## src/rtl/core/skf3_pkg.sv

```systemverilog
// Shared constants and types for the three-axis scalar Kalman filter.
package skf3_pkg;

    // default widths of the sample and of the fraction of the Q format
    localparam int SAMPLE_BITS_DEF = 16;
    localparam int FRAC_BITS_DEF   = 16;

    // gain format: unsigned Q1.16; the integer bit lets one itself fit
    localparam int GAIN_FRAC = 16;
    localparam int GAIN_W    = GAIN_FRAC + 1;
    localparam logic [GAIN_W-1:0] GAIN_ONE = GAIN_W'(1) << GAIN_FRAC;

    // data path widths
    localparam int VAL_W = 32;
    localparam int CFG_IDX_W = 2;

    // configuration register indexes and reset values
    localparam logic [CFG_IDX_W-1:0] CFG_MEAS_VAR = 2'd0;
    localparam logic [CFG_IDX_W-1:0] CFG_PROC_VAR = 2'd1;
    localparam logic [VAL_W-1:0] MEAS_VAR_RST = 32'd2287010;
    localparam logic [VAL_W-1:0] PROC_VAR_RST = 32'd61573;

    // control from the sequencer to each axis lane
    typedef struct packed {
        logic              go;
        logic [GAIN_W-1:0] gain;
    } t_lane_ctl;

endpackage

```

## src/rtl/core/skf3_lane.sv

```systemverilog
// One axis lane: holds the estimate and moves it toward the sample by the gain.
module skf3_lane
    import skf3_pkg::*;
#(
    parameter int SAMPLE_BITS = SAMPLE_BITS_DEF,
    parameter int FRAC_BITS   = FRAC_BITS_DEF
) (
    input  logic                          i_clk,
    input  logic                          i_rst_n,
    input  t_lane_ctl                     i_ctl,
    input  logic signed [SAMPLE_BITS-1:0] i_raw,
    output logic                          o_done,
    output logic signed [VAL_W-1:0]       o_est
);

    localparam int WIDE_W = 64;
    localparam int DIFF_W = VAL_W + 1;
    localparam int PROD_W = GAIN_W + 1 + DIFF_W;
    localparam int SUM_W  = PROD_W + 1;
    localparam logic signed [WIDE_W-1:0] SMAX = WIDE_W'(64'sh7FFF_FFFF);
    localparam logic signed [WIDE_W-1:0] SMIN = -WIDE_W'(64'sh8000_0000);
    localparam logic signed [SUM_W-1:0]  EMAX = SUM_W'(64'sh7FFF_FFFF);
    localparam logic signed [SUM_W-1:0]  EMIN = -SUM_W'(64'sh8000_0000);
    localparam logic signed [PROD_W-1:0] HALF = PROD_W'(1) << (GAIN_FRAC - 1);

    logic signed [VAL_W-1:0]  r_est;
    logic signed [PROD_W-1:0] r_prod;
    logic                     r_p1;
    logic                     r_done;

    logic signed [WIDE_W-1:0] w_wide;
    logic signed [VAL_W-1:0]  w_smp;
    logic signed [DIFF_W-1:0] w_diff;
    logic signed [PROD_W-1:0] w_step;
    logic signed [SUM_W-1:0]  w_sum;
    logic signed [VAL_W-1:0]  w_new;

    // scaled sample, saturated to 32 bits
    assign w_wide = WIDE_W'(i_raw) <<< FRAC_BITS;
    assign w_smp  = (w_wide > SMAX) ? VAL_W'(SMAX) :
                    (w_wide < SMIN) ? VAL_W'(SMIN) : VAL_W'(w_wide);
    assign w_diff = DIFF_W'(w_smp) - DIFF_W'(r_est);

    // arithmetic shift gives the floor; the half was added before
    assign w_step = r_prod >>> GAIN_FRAC;
    assign w_sum  = SUM_W'(r_est) + SUM_W'(w_step);
    assign w_new  = (w_sum > EMAX) ? VAL_W'(EMAX) :
                    (w_sum < EMIN) ? VAL_W'(EMIN) : VAL_W'(w_sum);

    always_ff @(posedge i_clk) begin
        if (i_ctl.go) begin
            r_prod <= PROD_W'($signed({1'b0, i_ctl.gain})) * PROD_W'(w_diff) + HALF;
        end
    end

    always_ff @(posedge i_clk) begin
        if (!i_rst_n) begin
            r_est  <= '0;
            r_p1   <= 1'b0;
            r_done <= 1'b0;
        end else begin
            r_p1   <= i_ctl.go;
            r_done <= r_p1;
            if (r_p1) begin
                r_est <= w_new;
            end
        end
    end

    assign o_done = r_done;
    assign o_est  = r_est;

endmodule

```

## config.mk

```make
export PLATFORM = sky130hd
export DESIGN_NAME = skf3_lane
export DESIGN_NICKNAME = d
export VERILOG_FILES = /design/src/rtl/core/skf3_pkg.sv /design/src/rtl/core/skf3_lane.sv
export SDC_FILE = /design/constraint.sdc
export NUM_CORES = 2
export LEC_CHECK = 0
export BUFFER_PORTS_ARGS = -buffer_cell sky130_fd_sc_hd__buf_2
export CAP_MARGIN = 20
export CORE_MARGIN = 5
export CORE_UTILIZATION = 62
export DETAILED_ROUTE_END_ITERATION = 10
export PLACE_DENSITY = 0.9
export SLEW_MARGIN = 20
export SYNTH_ARGS = -nofsm -noshare
export SYNTH_HDL_FRONTEND = slang
export SYNTH_SLANG_ARGS = --single-unit
```

## constraint.sdc

```tcl
create_clock -name i_clk -period 11.55 [get_ports i_clk]
set_clock_uncertainty 0.15 [all_clocks]
set_input_delay 1.7325 -clock i_clk [delete_from_list [all_inputs] [get_ports i_clk]]
set_output_delay 1.7325 -clock i_clk [all_outputs]
set_load 0.02 [all_outputs]
```

==> results.sh <==
export IMPL_via_per_inst=5.76
export IMPL_cp_slowest_cell="fa_1"
export IMPL_yosysSeqAreaShare_pct=7.02
export IMPL_max_cap_violations=0
export IMPL_fp_coreArea_um2=39500
export IMPL_routabilityCongestion=0.983
export IMPL_antenna_found_initial=0
export IMPL_synth_nets=3549
export IMPL_synth_edf_count=35
export IMPL_synth_area_mux_share_pct=0.122
export IMPL_final_nets=3551
export IMPL_path_max_fanout=9
export IMPL_postCtsSetupBuffers=0
export IMPL_rrSetupSlack_ns=1.57
export IMPL_cts_resized_gates=0
export IMPL_worst_pin_slew_ns=1.17
export IMPL_critPathKind="primary input to register"
export IMPL_synth_ff_type="edfxtp_1"
export IMPL_finalMaxSlewViolations=0
export IMPL_synthesis_area_um2=24700
export IMPL_cts_hold_buf=0
export IMPL_synth_compound_area_share_pct=8.21
export IMPL_synth_top_family_by_area="adder cells"
export IMPL_cts_htree_levels=3
export IMPL_rsz0062_at_grt="false"
export IMPL_area_growth_pct=4.69
export IMPL_grt_pass1_wl_um=106000
export IMPL_tritoncts="built"
export IMPL_grt_max_degree=37
export IMPL_drc=0
export IMPL_fp_row_count=73
export IMPL_yosys_area_share_simple_pct=15.7
export IMPL_start_util_pct=62.3
export IMPL_clk_path_buf_depth=2
export IMPL_finalSetupViolations=0
export IMPL_critPathRequiredTime_ns=11.49
export IMPL_fill_cells=2988
export IMPL_io_buffers=68
export IMPL_die_area_um2=43800
export IMPL_clk_latency_ns=0.35
export IMPL_finalCriticalPeriod_ns=10.33
export IMPL_yosysUniqueCellTypes=69
export IMPL_vias=19083
export IMPL_fin_crit_sh_pct=89.4
export IMPL_finalSetupTns_ns=0
export IMPL_clkTransAtPathRegs_ns=0.06
export IMPL_drive_gt1_share_pct=5.96
export IMPL_ant_nets=0
export IMPL_avgRoutedWirePerCell_um=19.1
export IMPL_grt_ovfl_total=0
export IMPL_firstDrtPassIters=6
export IMPL_max_stage_delay_ns=0.52
export IMPL_max_freq_mhz=96.8
export IMPL_async_reset_ff_share_pct=0
export IMPL_synthCells=2778
export IMPL_wirelength_um=63200
export IMPL_drt_iter0_drc=1284
export IMPL_synth_xor_xnor_area_share_pct=3.66
export IMPL_cts_sinks=69
export IMPL_worstSetupStartpointType="primary input"
export IMPL_ys_ff_latch=69
export IMPL_numCtsBuffers=9
export IMPL_cts_root_buf="clkbuf_16"
export IMPL_end_kind="register"
export IMPL_die_w_um=209
export IMPL_gr_usage_all_layers_pct=29.7
export IMPL_min_path_type="register to register"
export IMPL_avgSynthCellArea_um2=8.87
export IMPL_worstPathArrival_ns=10.27
export IMPL_status="finished clean"
export IMPL_synth_warnings=0
export IMPL_ios=69
export IMPL_place_detailed_hpwl_um=51200
export IMPL_max_slew_margin_pct=21.4
export IMPL_synth_adder_area_share_pct=53.5
export IMPL_die_y_um=209
export IMPL_grt_pass1_vias=21831
export IMPL_hold_violations=0
==> stage by stage <==
step | cell area (um2) | hold WS, ns | setup WS (ns) | cells | util (%)
after global routing | 25800 | 0.501 | 0.841 | 3310 | 65.2
after CTS | 25800 | 0.472 | 1.29 | 3310 | 65.2
after global placement | 25500 | 0.454 | 1.14 | 3294 | 64.4
after floorplan | 24700 | 0.438 | 1.87 | 2778 | -
final | 25800 | 0.469 | 1.22 | 3312 | 65.3
after detailed placement | 25500 | 0.461 | 0.939 | 3294 | 64.4
==> per-layer routing <==
metal	vias to the layer above	global-route usage, %	routed length, um
met5	-	0	0
met4	0	15.1	3670
met3	296	4.50	4200
met2	863	53.5	32800
met1	9553	34.5	22600
li1	8371	-	-
==> layout by cell type, fill, tap and decap left out, types with 12 or more instances in the layout <==
cell	synthesis	routed
o21a_1	12	12
o21ai_0	68	68
nand2_1	414	414
nor2_1	48	48
nor3_1	20	20
and2_1	236	236
a21oi_2	29	29
buf_2	10	68
ha_1	204	204
nand4_1	12	12
xor2_1	34	33
a21o_1	36	36
nand3_1	21	21
xnor2_1	69	69
edfxtp_1	35	35
a21oi_1	73	73
inv_1	649	649
fa_1	531	531
buf_4	0	37
dfxtp_1	34	34
==> layout make-up <==
cell class                      instances  area (um2)  share of cell area (%)
Antenna cell                            2        5.00                  0.0194
Sequential cell                        69        1730                    6.71
Timing Repair Buffer                  105         618                    2.40
Tap cell                              525         657                    2.55
Inverter                              649        2440                    9.44
Clock inverter                          6         110                   0.427
Multi-Input combinational cell       1946       20000                    77.6
Clock buffer                           10         229                   0.887
==> sequential cells by signal, summed over array words and instances (netlist names) <==
signal and cells:
o_done 1, r_prod 35, r_p1 1, o_est 32
==> synth_stat cells (8+ instances only) <==
cell      number  share of area, %
o211ai_1       9              0.27
nand4_1       12              0.30
o21bai_1      11              0.33
o21ai_0       68               1.4
o21a_1        12              0.37
inv_1        649               9.9
nand3_1       21              0.43
and2_1       236               6.0
nand2_1      414               6.3
nor3_1        20              0.41
a21oi_1       73               1.5
xor2_1        34               1.2
nor2_1        48              0.73
clkbuf_1      99               1.5
ha_1         204                10
xnor2_1       69               2.5
a21o_1        36               1.1
dfxtp_1       34               2.8
buf_2         10              0.20
fa_1         531                43
nand2b_1       8              0.20
nor2b_1       10              0.25
a21oi_2       29               1.0
edfxtp_1      35               4.3
==> critical path: cells and delay by family <==
| kind | cells | cell delay [ns] |
|---|---|---|
| xor gates and xnor gates | 1 | 0.15 |
| buffers and inverters | 5 | 0.36 |
| and+or+nand+nor | 3 | 1.05 |
| adders and majority gates | 8 | 3.47 |
| AOI/OAI and AO/OA | 15 | 3.49 |
==> final timing paths <==
check | depth (start not counted) | start | end
worst min register to register | 2 | o_est[25] | o_est[25]
worst max-delay path | 32 | i_raw[1] | r_prod[49]
worst min-delay path | 2 | o_est[25] | o_est[25]
worst max register to register | 33 | o_est[0] | r_prod[49]
==> cell families (layout without fill, tap and decap cells) <==
kind of cell | Yosys count | after routing
other | 0 | 2
multiplexers | 3 | 3
adder cells (fa/ha/maj) | 735 | 735
flip-flops | 69 | 69
XOR/XNOR | 103 | 103
AO/OA/AOI/OAI | 302 | 302
buffers and inverters | 763 | 770
AND/OR/NAND/NOR | 803 | 803
Power is not shown: default switching activity piles up to over one toggle a cycle in this logic, so the estimate is an artifact.
