==> src/rtl/core/skf3_pkg.sv <==
// Shared constants and types for the three-axis scalar Kalman filter.
package skf3_pkg;

    // default widths of the sample and of the fraction of the Q format
    localparam int SAMPLE_BITS_DEF = 16;
    localparam int FRAC_BITS_DEF   = 16;

    // gain format: unsigned Q1.16; the integer bit lets one itself fit
    localparam int GAIN_FRAC = 16;
    localparam int GAIN_W    = GAIN_FRAC + 1;
    localparam logic [GAIN_W-1:0] GAIN_ONE = GAIN_W'(1) << GAIN_FRAC;

    // data path widths
    localparam int VAL_W = 32;
    localparam int CFG_IDX_W = 2;

    // configuration register indexes and reset values
    localparam logic [CFG_IDX_W-1:0] CFG_MEAS_VAR = 2'd0;
    localparam logic [CFG_IDX_W-1:0] CFG_PROC_VAR = 2'd1;
    localparam logic [VAL_W-1:0] MEAS_VAR_RST = 32'd2287010;
    localparam logic [VAL_W-1:0] PROC_VAR_RST = 32'd61573;

    // control from the sequencer to each axis lane
    typedef struct packed {
        logic              go;
        logic [GAIN_W-1:0] gain;
    } t_lane_ctl;

endpackage

==> src/rtl/core/skf3_div.sv <==
// Restoring divider, one gain bit per cycle: floor(num * 2^16 / den).
module skf3_div
    import skf3_pkg::*;
(
    input  logic                i_clk,
    input  logic                i_rst_n,
    input  logic                i_start,
    input  logic [VAL_W-1:0]    i_num,
    input  logic [VAL_W:0]      i_den,
    output logic                o_done,
    output logic [GAIN_W-1:0]   o_quo
);

    localparam int CNT_W = $clog2(GAIN_W + 1);
    localparam int REM_W = VAL_W + 2;

    logic [REM_W-1:0] r_rem;
    logic [VAL_W:0]   r_den;
    logic [GAIN_W-1:0] r_quo;
    logic [CNT_W-1:0] r_cnt;
    logic             r_busy;
    logic             r_done;

    logic             w_ge;
    logic [REM_W-1:0] w_sub;

    // num <= den, so the first step needs no shift
    assign w_ge  = r_rem >= {1'b0, r_den};
    assign w_sub = w_ge ? (r_rem - {1'b0, r_den}) : r_rem;

    always_ff @(posedge i_clk) begin
        if (!i_rst_n) begin
            r_busy <= 1'b0;
            r_done <= 1'b0;
            r_cnt  <= '0;
        end else begin
            r_done <= 1'b0;
            if (i_start) begin
                r_busy <= 1'b1;
                r_cnt  <= CNT_W'(GAIN_W);
            end else if (r_busy) begin
                r_cnt <= r_cnt - CNT_W'(1);
                if (r_cnt == CNT_W'(1)) begin
                    r_busy <= 1'b0;
                    r_done <= 1'b1;
                end
            end
        end
    end

    always_ff @(posedge i_clk) begin
        if (i_start) begin
            r_rem <= {2'b00, i_num};
            r_den <= i_den;
            r_quo <= '0;
        end else if (r_busy) begin
            r_rem <= {w_sub[REM_W-2:0], 1'b0};
            r_quo <= {r_quo[GAIN_W-2:0], w_ge};
        end
    end

    assign o_done = r_done;
    assign o_quo  = r_quo;

endmodule

==> config.mk <==
export PLATFORM = sky130hd
export DESIGN_NAME = skf3_div
export DESIGN_NICKNAME = d
export VERILOG_FILES = /design/src/rtl/core/skf3_pkg.sv /design/src/rtl/core/skf3_div.sv
export SDC_FILE = /design/constraint.sdc
export NUM_CORES = 1
export LEC_CHECK = 0
export ABC_CLOCK_PERIOD_IN_PS = 4100
export BUFFER_PORTS_ARGS = -buffer_cell sky130_fd_sc_hd__buf_2
export CAP_MARGIN = 20
export CORE_AREA = 4 4 132 134
export DETAILED_ROUTE_END_ITERATION = 6
export DIE_AREA = 0 0 136 138
export PLACE_DENSITY = 0.61
export SLEW_MARGIN = 20
export SYNTH_ARGS = -nofsm -noshare
export SYNTH_HDL_FRONTEND = slang
export SYNTH_SLANG_ARGS = --single-unit
==> constraint.sdc <==
create_clock -name i_clk -period 4.1 [get_ports i_clk]
set_clock_uncertainty 0.05 [all_clocks]
set_input_delay 0.41 -clock i_clk [delete_from_list [all_inputs] [get_ports i_clk]]
set_output_delay 0.41 -clock i_clk [all_outputs]
set_load 0.005 [all_outputs]
==> impl_metrics.tcl, run 1 <==
set metrics [dict create \
    globalplace.congestion 0.8878 \
    n_fill_cell 1669 \
    die_height_microns 138 \
    ys_types 66 \
    rows 47 \
    cts_tree "built" \
    numCtsBuffers 9 \
    crit_type "register to register" \
    cts_hold_buf 0 \
    detail_route.first_pass.iterations 4 \
    routedWlPerCell_microns 15.52 \
    h-tree-depth 3 \
    grt_pass1_wl_microns 23120 \
    total_power_mw 3.202 \
    drt-total-wl_microns 13740 \
    area_growth_pct 16.92 \
    finalNonFillerCells 885 \
    ir_drop_mv 0.2275 \
    power.internal_mw 2.057 \
    grt_overflow_total 0 \
    layout-drive-gt1-share 0.1865 \
    seq_power_share 0.365 \
    clock-sinks 91 \
    die_w_microns 136 \
    cp-end-kind "register" \
    dieArea_sq_um 18770 \
    final_util 0.4024 \
    swShare 0.3577 \
    portBuffers 85 \
    p_switching_mw 1.145 \
    synth_flop_cell "edfxtp_1" \
    arrival_ns 3.77 \
    start_kind "register" \
    cts_resized 0 \
    async_flop_share 0 \
    n_antenna_cell 0 \
    min_period_ns 3.738 \
    core-area_sq_um 16290 \
    hold_ws_ns 0.1779 \
    setup_violations 0 \
    path_clk_slew_ns 0.07 \
    clk_path_buf_depth 2 \
    ctsRootBufferMaster "clkbuf_16" \
    avgViaCountPerCell 5.038 \
    crit_fanout 16 \
    grt_use_met2 0.2456 \
    period_share 0.9118 \
    synth-edff-count 65 \
    use_met1 0.2060 \
    hp-class "input port to register" \
    synthCells 581 \
    fmax_mhz 267.5 \
    insertion_delay_ns 0.35 \
    pwr-share-clk 0.257 \
    status "finished clean" \
    synth_area_sq_um 5607 \
    power_leakage_nw 2.856 \
    nNetsFinal 764 \
    synth_seq_cells 91 \
    drt_iter0_drc 298 \
    ant_nets 0 \
    drc 0 \
    grt_busiest_layer "met2" \
    avgSynthCellArea_sq_um 9.650 \
    grt_usage 0.1518 \
    dp_cells 869 \
    final-hold-violation-count 0 \
    timing.max_cap.violations 0 \
    cp_data_required_time_ns 4.13 \
    post_cts.repair.setup_buffers 0 \
    fin_setup_tns_ns 0 \
    yosysWarnings 0 \
    synth.yosys.seq_area_share 0.4410 \
    hpwl_microns 10330 \
    grt_max_degree 40 \
    antenna_found_initial 0 \
    p_per_area_nw_per_um2 488.4 \
    syn-num-nets 685 \
    grt_pass1_vias 4642 \
    via_count 4459 \
    floorplan.initialDensity 0.3442 \
    drv_slew 0 \
    combPwrFrac 0.377 \
    use_met3 0.02871 \
    io_pins 86 \
    worst_slew_pin_slew_ns 0.9451 \
    slew_headroom 0.3692 \
    rsz0062_at_grt "no" \
]
[path summary, 6_finish.rpt]
kind / from / to / slack, ns / depth (start not counted)
setup / recovery: r_rem[0] / r_rem[23] / 0.36 / 14
hold / removal: i_den[17] / r_den[17] / 0.18 / 1
setup reg to reg: r_rem[0] / r_rem[23] / 0.36 / 14
hold reg to reg: o_quo[16] / o_quo[16] / 0.44 / 2
[synthesized netlist by cell type (all sizes together) (8+ instances only)]
library cell	count	share of area
a211oi	17	0.023
a21o	16	0.021
a21oi	47	0.043
buf	8	0.0091
clkbuf	18	0.012
dfxtp	26	0.093
edfxtp	65	0.35
ha	35	0.078
inv	56	0.037
mux2i	24	0.043
nand2	32	0.021
nand3	14	0.013
nor2	62	0.042
nor3	9	0.0080
o21a	9	0.012
o21ai	32	0.029
o21bai	9	0.015
xnor2	17	0.027
xor2	10	0.016
[layout by cell type, fill, tap and decap left out, types with 6 or more instances in the layout]
cell type / Yosys / layout
ha_1: 35 / 35
nor3_1: 9 / 9
dfxtp_1: 26 / 26
nand2_1: 32 / 32
buf_2: 2 / 84
clkbuf_16: 0 / 9
xor2_1: 10 / 10
o21ai_1: 6 / 6
nor2_1: 62 / 62
xnor2_1: 17 / 17
a211oi_1: 17 / 17
nand3_1: 13 / 13
o21ai_0: 25 / 25
edfxtp_1: 65 / 65
a21oi_1: 46 / 46
buf_4: 1 / 10
a221o_1: 6 / 6
a21o_1: 16 / 16
inv_1: 56 / 56
o21bai_1: 7 / 7
o21a_1: 9 / 9
mux2i_1: 24 / 24
and3_1: 7 / 7
[cell families (layout without fill, tap and decap cells)]
logic type,count (synthesis),count (layout),share of synthesized area
mux,25,25,0.04486
fa+ha+maj,36,36,0.08168
compound gates,170,170,0.2071
simple gates,150,150,0.1245
xor+xnor,27,27,0.04218
flops,91,91,0.4410
buf+inv,82,166,0.05869
[power groups by stage]
stage,logic [mW],registers (mW),clock network (mW)
after floorplan,0.939,1.17,0
after global placement,1.19,1.19,0
after detailed placement,1.20,1.19,0
after CTS,1.21,1.17,0.851
after global routing,1.36,1.18,0.892
final,1.21,1.17,0.824
[layout make-up]
| class | count | area (sq um) | area share |
|---|---|---|---|
| inverter | 56 | 210.2 | 0.03207 |
| clock inverter | 7 | 63.81 | 0.009735 |
| sequential | 91 | 2472 | 0.3772 |
| tap | 220 | 275.3 | 0.04199 |
| clock buffer | 9 | 225.2 | 0.03436 |
| timing repair buffer | 94 | 495.5 | 0.07559 |
| multi-input combinational | 408 | 2813 | 0.4291 |
[critical path, stage by stage (launching register included)]
cell      delay [ns]
edfxtp_1        0.38
inv_1           0.07
ha_1            0.16
inv_1           0.05
fa_1            0.42
a211oi_1        0.37
o21bai_2        0.14
a41oi_2         0.35
nand3_1         0.12
a31o_2          0.27
o22ai_4         0.42
buf_4           0.30
nor2_1          0.07
a211oi_1        0.22
a21oi_1         0.06
[state kept, by name (all words and copies together), names as in the netlist]
register,cells
r_cnt,5
o_quo,17
o_done,1
r_rem,34
r_busy,1
r_den,33
[metal layers]
layer / up-vias / share of wire
li1: 2273 / -
met1: 2101 / 0.48
met2: 76 / 0.48
met3: 9 / 0.035
met4: 0 / 0.013
met5: - / 0
[per-stage QoR]
stage / cell area, sq um / setup slack [ns]
3_5_place_dp: 6266 / 0.3784
3_3_place_gp: 6266 / 0.4634
2_1_floorplan: 5607 / 0.8515
5_1_grt: 6555 / 0.08873
4_1_cts: 6555 / 0.3275
6_report: 6555 / 0.3615
No activity file was read; power rests on OpenSTA's default activity.
==> run 2, diff against run 1 <==
--- a/config.mk
+++ b/config.mk
@@ -8,10 +8,13 @@
 export ABC_CLOCK_PERIOD_IN_PS = 4100
 export BUFFER_PORTS_ARGS = -buffer_cell sky130_fd_sc_hd__buf_2
 export CAP_MARGIN = 20
+export CELL_PAD_IN_SITES_DETAIL_PLACEMENT = 0
+export CELL_PAD_IN_SITES_GLOBAL_PLACEMENT = 2
 export CORE_AREA = 4 4 132 134
+export CTS_CLUSTER_DIAMETER = 40
 export DETAILED_ROUTE_END_ITERATION = 6
 export DIE_AREA = 0 0 136 138
-export PLACE_DENSITY = 0.61
+export PLACE_DENSITY = 0.86
 export SLEW_MARGIN = 20
 export SYNTH_ARGS = -nofsm -noshare
 export SYNTH_HDL_FRONTEND = slang
==> run 2 against run 1 <==
Net effect:
- final area is essentially flat
- flip-flop and latch count is the same
- clock power grew 3.2%
- hold slack lost 0.011 ns
- critical path type unchanged
- highest routed layer unchanged
==> impl_metrics.tcl, run 2 (synthesis results as in run 1) <==
set metrics [dict create \
    status "finished clean" \
    die_w_microns 136 \
    placement.setup.worst_slack_ns 0.5715 \
    rows 47 \
    crit_top_cell "a311oi_1" \
    area_growth_pct 16.96 \
    grt_usage 0.1458 \
    setup_violations 0 \
    drt_iter0_drc 236 \
    crit_type "register to register" \
    cts_hold_buf 0 \
    clock-sinks 91 \
    r2r_cells 10 \
    globalplace.congestion 0.8443 \
    crit_fanout 7 \
    nNetsFinal 761 \
    grt_max_degree 56 \
    hpwl_microns 9834 \
    n_fill_cell 1627 \
    ir_drop_mv 0.2293 \
    reg2reg_to "r_rem[28]" \
    cts_tree "built" \
    grt_overflow_total 0 \
    slew_headroom 0.3591 \
    start_kind "register" \
    drv_slew 0 \
    cp-end-kind "register" \
    path_clk_slew_ns 0.08 \
    floorplan.initialDensity 0.3442 \
    setup_ws_ns 0.5521 \
    final_common_cell "buf_2" \
    core-area_sq_um 16290 \
    final-hold-violation-count 0 \
    cp_slowest_stage_delay_ns 0.52 \
    drc 0 \
    multiInputGateArea_sq_um 2813 \
    n_antenna_cell 0 \
    largest_reg_flops 34 \
    post_cts.repair.setup_buffers 0 \
    period_share 0.8653 \
    cts_resized 0 \
    dp_cells 866 \
    detail_route.first_pass.iterations 4 \
    dieArea_sq_um 18770 \
    timing.max_cap.violations 0 \
    drt-total-wl_microns 13220 \
    finalNonFillerCells 882 \
    fmax_mhz 281.9 \
    numCtsBuffers 9 \
    worst_slew_pin_slew_ns 0.9604 \
    via_count 4463 \
    routedWlPerCell_microns 14.99 \
    top_register "r_rem" \
    mostFrequentLayoutCells "buf_2 (84), edfxtp_1 (65), nor2_1 (62), inv_1 (56), a21oi_1 (46)" \
    layout-drive-gt1-share 0.1828 \
    grt_pass1_wl_microns 22290 \
    antenna_found_initial 0 \
    die_height_microns 138 \
    power_leakage_nw 2.853 \
    io_pins 86 \
    total_power_mw 3.217 \
    cp_data_required_time_ns 4.24 \
    p_per_area_nw_per_um2 490.5 \
    hp-class "input port to register" \
    seqCellArea_sq_um 2472 \
    hold_ws_ns 0.1670 \
    ctsRootBufferMaster "clkbuf_16" \
    arrival_ns 3.69 \
    min_period_ns 3.548 \
    insertion_delay_ns 0.36 \
    grt_pass1_vias 4664 \
    worstSetupEndpoint "r_rem[28]" \
    portBuffers 85 \
    worstPathCellList "ha_1, a21o_1, o22a_1, a311oi_1, a31oi_1, o21ai_0, nand2b_1, a311oi_1, nor4b_1, a211oi_1" \
    clk_path_buf_depth 2 \
    avgViaCountPerCell 5.060 \
    ant_nets 0 \
    h-tree-depth 3 \
    timing.rr.start "r_rem[6]" \
    rsz0062_at_grt "no" \
    regToRegSetupSlack_ns 0.55 \
    startpoint "r_rem[6]" \
    cp_slowest_cell "o21ai_0" \
    fin_setup_tns_ns 0 \
]
## run 2: cell types whose count changed in the layout (fill, tap and decap cells not counted), sizes merged
cell,previous run,this run
buf,94,91
clkinv,1,2
inv,62,61
## run 2: worst min path at each step
stage,from,endpoint,slack [ns],cells past startpoint
after detailed placement,o_quo[16],o_quo[16],0.44,2
after floorplan,r_cnt[1],r_cnt[1],0.42,2
after global placement,o_quo[16],o_quo[16],0.42,2
final,i_den[22],r_den[22],0.17,1
after CTS,i_den[31],r_den[31],0.15,1
after global routing,i_den[31],r_den[31],0.15,1
## run 2: report_power, final
part           switching, mW  internal [mW]  total (mW)  leakage, nW
combinational          0.684          0.514        1.20         1.85
clock                  0.414          0.435       0.850        0.151
sequential            0.0554           1.11        1.17        0.855
## run 2: area by class of cell
cell class | count | share of cell area
Timing Repair Buffer | 91 | 0.07403
Sequential cell | 91 | 0.3770
Clock buffer | 9 | 0.03434
Multi-Input combinational cell | 408 | 0.4289
Tap cell | 220 | 0.04198
Clock inverter | 7 | 0.01164
Inverter | 56 | 0.03206
## run 2: critical path: cells and delay by family, from the launching register on
family | cells | cell delay [ns]
AOI/OAI and AO/OA | 7 | 2.21
adders and majority gates | 1 | 0.42
DFF | 1 | 0.39
and+or+nand+nor | 2 | 0.30
## run 2: stage by stage
| step | util | instance area [sq um] |
|---|---|---|
| finish | 0.4026 | 6558 |
| global placement | 0.3841 | 6256 |
| CTS | 0.4026 | 6558 |
| floorplan | - | 5607 |
| global route | 0.4026 | 6558 |
| detailed placement | 0.3841 | 6256 |
## run 2: routing by layer
layer	global-route usage	share of wire	vias to the layer above
met3	0.04688	0.055	11
li1	-	-	2259
met2	0.2235	0.45	111
met4	0.03714	0.011	0
met5	0	0	-
met1	0.1998	0.48	2082
==> run 3, diff against run 2 <==
--- a/config.mk
+++ b/config.mk
@@ -14,6 +14,7 @@
 export CTS_CLUSTER_DIAMETER = 40
 export DETAILED_ROUTE_END_ITERATION = 6
 export DIE_AREA = 0 0 136 138
+export GPL_TIMING_DRIVEN = 0
 export PLACE_DENSITY = 0.86
 export SLEW_MARGIN = 20
 export SYNTH_ARGS = -nofsm -noshare
==> run 3 against run 2 <==
Net effect:
- flip-flop and latch count stayed put
- setup slack worse by 0.15 ns
- critical path depth is 3 higher
- cell count is 2.4% higher
- register-to-register slack worse by 0.15 ns
- global-route usage is 2.2 points higher
- sequential power hardly changed
- hold slack better by 0.0032 ns
- clock power is 4.2% lower
==> impl_metrics.tcl, run 3 (synthesis results as in run 1) <==
set metrics [dict create \
    status "finished clean" \
    drc 0 \
    mostFrequentLayoutCells "buf_2 (87), edfxtp_1 (65), nor2_1 (62), inv_1 (56), a21oi_1 (46)" \
    hpwl_microns 11420 \
    setup_violations 0 \
    drt_iter0_drc 251 \
    n_antenna_cell 0 \
    dieArea_sq_um 18770 \
    period_share 0.9017 \
    fmax_mhz 270.5 \
    hold_ws_ns 0.1702 \
    cts_resized 0 \
    grt_pass1_vias 4843 \
    placement.setup.worst_slack_ns 0.1651 \
    final-hold-violation-count 0 \
    avgViaCountPerCell 5.148 \
    post_cts.repair.setup_buffers 0 \
    largest_reg_flops 34 \
    clk_path_buf_depth 2 \
    path_clk_slew_ns 0.08 \
    timing.rr.start "r_rem[0]" \
    area_growth_pct 17.96 \
    io_pins 86 \
    final_common_cell "buf_2" \
    drt-total-wl_microns 15310 \
    ir_drop_mv 0.2089 \
    start_kind "register" \
    detail_route.first_pass.iterations 5 \
    insertion_delay_ns 0.36 \
    r2r_cells 13 \
    timing.max_cap.violations 0 \
    crit_type "register to register" \
    cp_slowest_stage_delay_ns 0.42 \
    worstSetupEndpoint "r_rem[2]" \
    setup_ws_ns 0.4029 \
    grt_pass1_wl_microns 24840 \
    cts_tree "built" \
    p_per_area_nw_per_um2 490.3 \
    globalplace.congestion 0.9115 \
    finalNonFillerCells 903 \
    die_height_microns 138 \
    rsz0062_at_grt "no" \
    nNetsFinal 782 \
    via_count 4649 \
    ctsRootBufferMaster "clkbuf_16" \
    grt_usage 0.1676 \
    arrival_ns 3.73 \
    regToRegSetupSlack_ns 0.40 \
    portBuffers 85 \
    worstHoldStart "i_den[20]" \
    cp_num_cells 13 \
    cp-end-kind "register" \
    routedWlPerCell_microns 16.96 \
    total_power_mw 3.243 \
    hp-class "input port to register" \
    dp_cells 887 \
    clock-sinks 91 \
    worst_slew_pin_slew_ns 0.9352 \
    die_w_microns 136 \
    cp_slowest_cell "fa_1" \
    startpoint "r_rem[0]" \
    holdPathStages 1 \
    numCtsBuffers 9 \
    reg2reg_to "r_rem[2]" \
    power_leakage_nw 2.873 \
    ant_nets 0 \
    cp_data_required_time_ns 4.14 \
    core-area_sq_um 16290 \
    grt_overflow_total 0 \
    min_period_ns 3.697 \
    crit_fanout 10 \
    cts_hold_buf 0 \
    floorplan.initialDensity 0.3442 \
    h-tree-depth 3 \
    crit_top_cell "inv_1" \
    slew_headroom 0.3765 \
    worstPathCellList "inv_1, ha_1, inv_1, fa_1, a211oi_1, o21bai_2, a41oi_2, nand3_1, a31o_2, o22ai_2, buf_2, mux2i_1, o21ai_0" \
    rows 47 \
    path_delay_family "compound AO/OA/AOI/OAI gates" \
    fin_setup_tns_ns 0 \
    drv_slew 0 \
    antenna_found_initial 0 \
    top_register "r_rem" \
    path_buf_inv 3 \
    layout-drive-gt1-share 0.1786 \
    grt_max_degree 40 \
]
-- run 3: worst min path at each step --
stage	slack [ns]	end
after floorplan	0.42	r_cnt[1]
after detailed placement	0.44	o_quo[16]
final	0.17	r_den[20]
after CTS	0.16	r_den[20]
after global routing	0.17	r_den[20]
after global placement	0.43	o_quo[16]
-- run 3: routing by layer --
| metal | vias to the layer above | share of wire | GRT usage | wire length, microns |
|---|---|---|---|---|
| met5 | - | 0 | 0 | 0 |
| met4 | 0 | 0.019 | 0.05676 | 294 |
| met3 | 18 | 0.052 | 0.03561 | 794 |
| met2 | 116 | 0.45 | 0.2649 | 6898 |
| met1 | 2211 | 0.48 | 0.2278 | 7324 |
| li1 | 2304 | - | - | - |
-- run 3: area by class of cell --
| class | instances | area (sq um) |
|---|---|---|
| fillers | 1666 | 9676 |
| multi-input cells | 408 | 2808 |
| flip-flops and latches | 91 | 2472 |
| repair buffers | 86 | 452.9 |
| well taps | 220 | 275.3 |
| clock buffers | 10 | 229.0 |
| inverters | 56 | 210.2 |
| plain buffers | 26 | 120.1 |
| clock inverters | 6 | 46.29 |
-- run 3: where the power goes --
group	switching (mW)	internal, mW
registers	0.0535	1.11
clock network	0.394	0.420
logic	0.743	0.518
-- run 3: per-stage QoR --
stage,utilization,cell area (sq um)
3_5_place_dp,0.3890,6337
4_1_cts,0.4059,6613
6_report,0.4060,6614
2_1_floorplan,-,5607
3_3_place_gp,0.3872,6307
5_1_grt,0.4060,6614
-- run 3: worst register-to-register path, stage by stage (launching register included) --
cell	delay, ns
edfxtp_1	0.38
inv_1	0.07
ha_1	0.15
inv_1	0.05
fa_1	0.42
a211oi_1	0.38
o21bai_2	0.14
a41oi_2	0.34
nand3_1	0.13
a31o_2	0.27
o22ai_2	0.26
buf_2	0.41
mux2i_1	0.27
o21ai_0	0.10
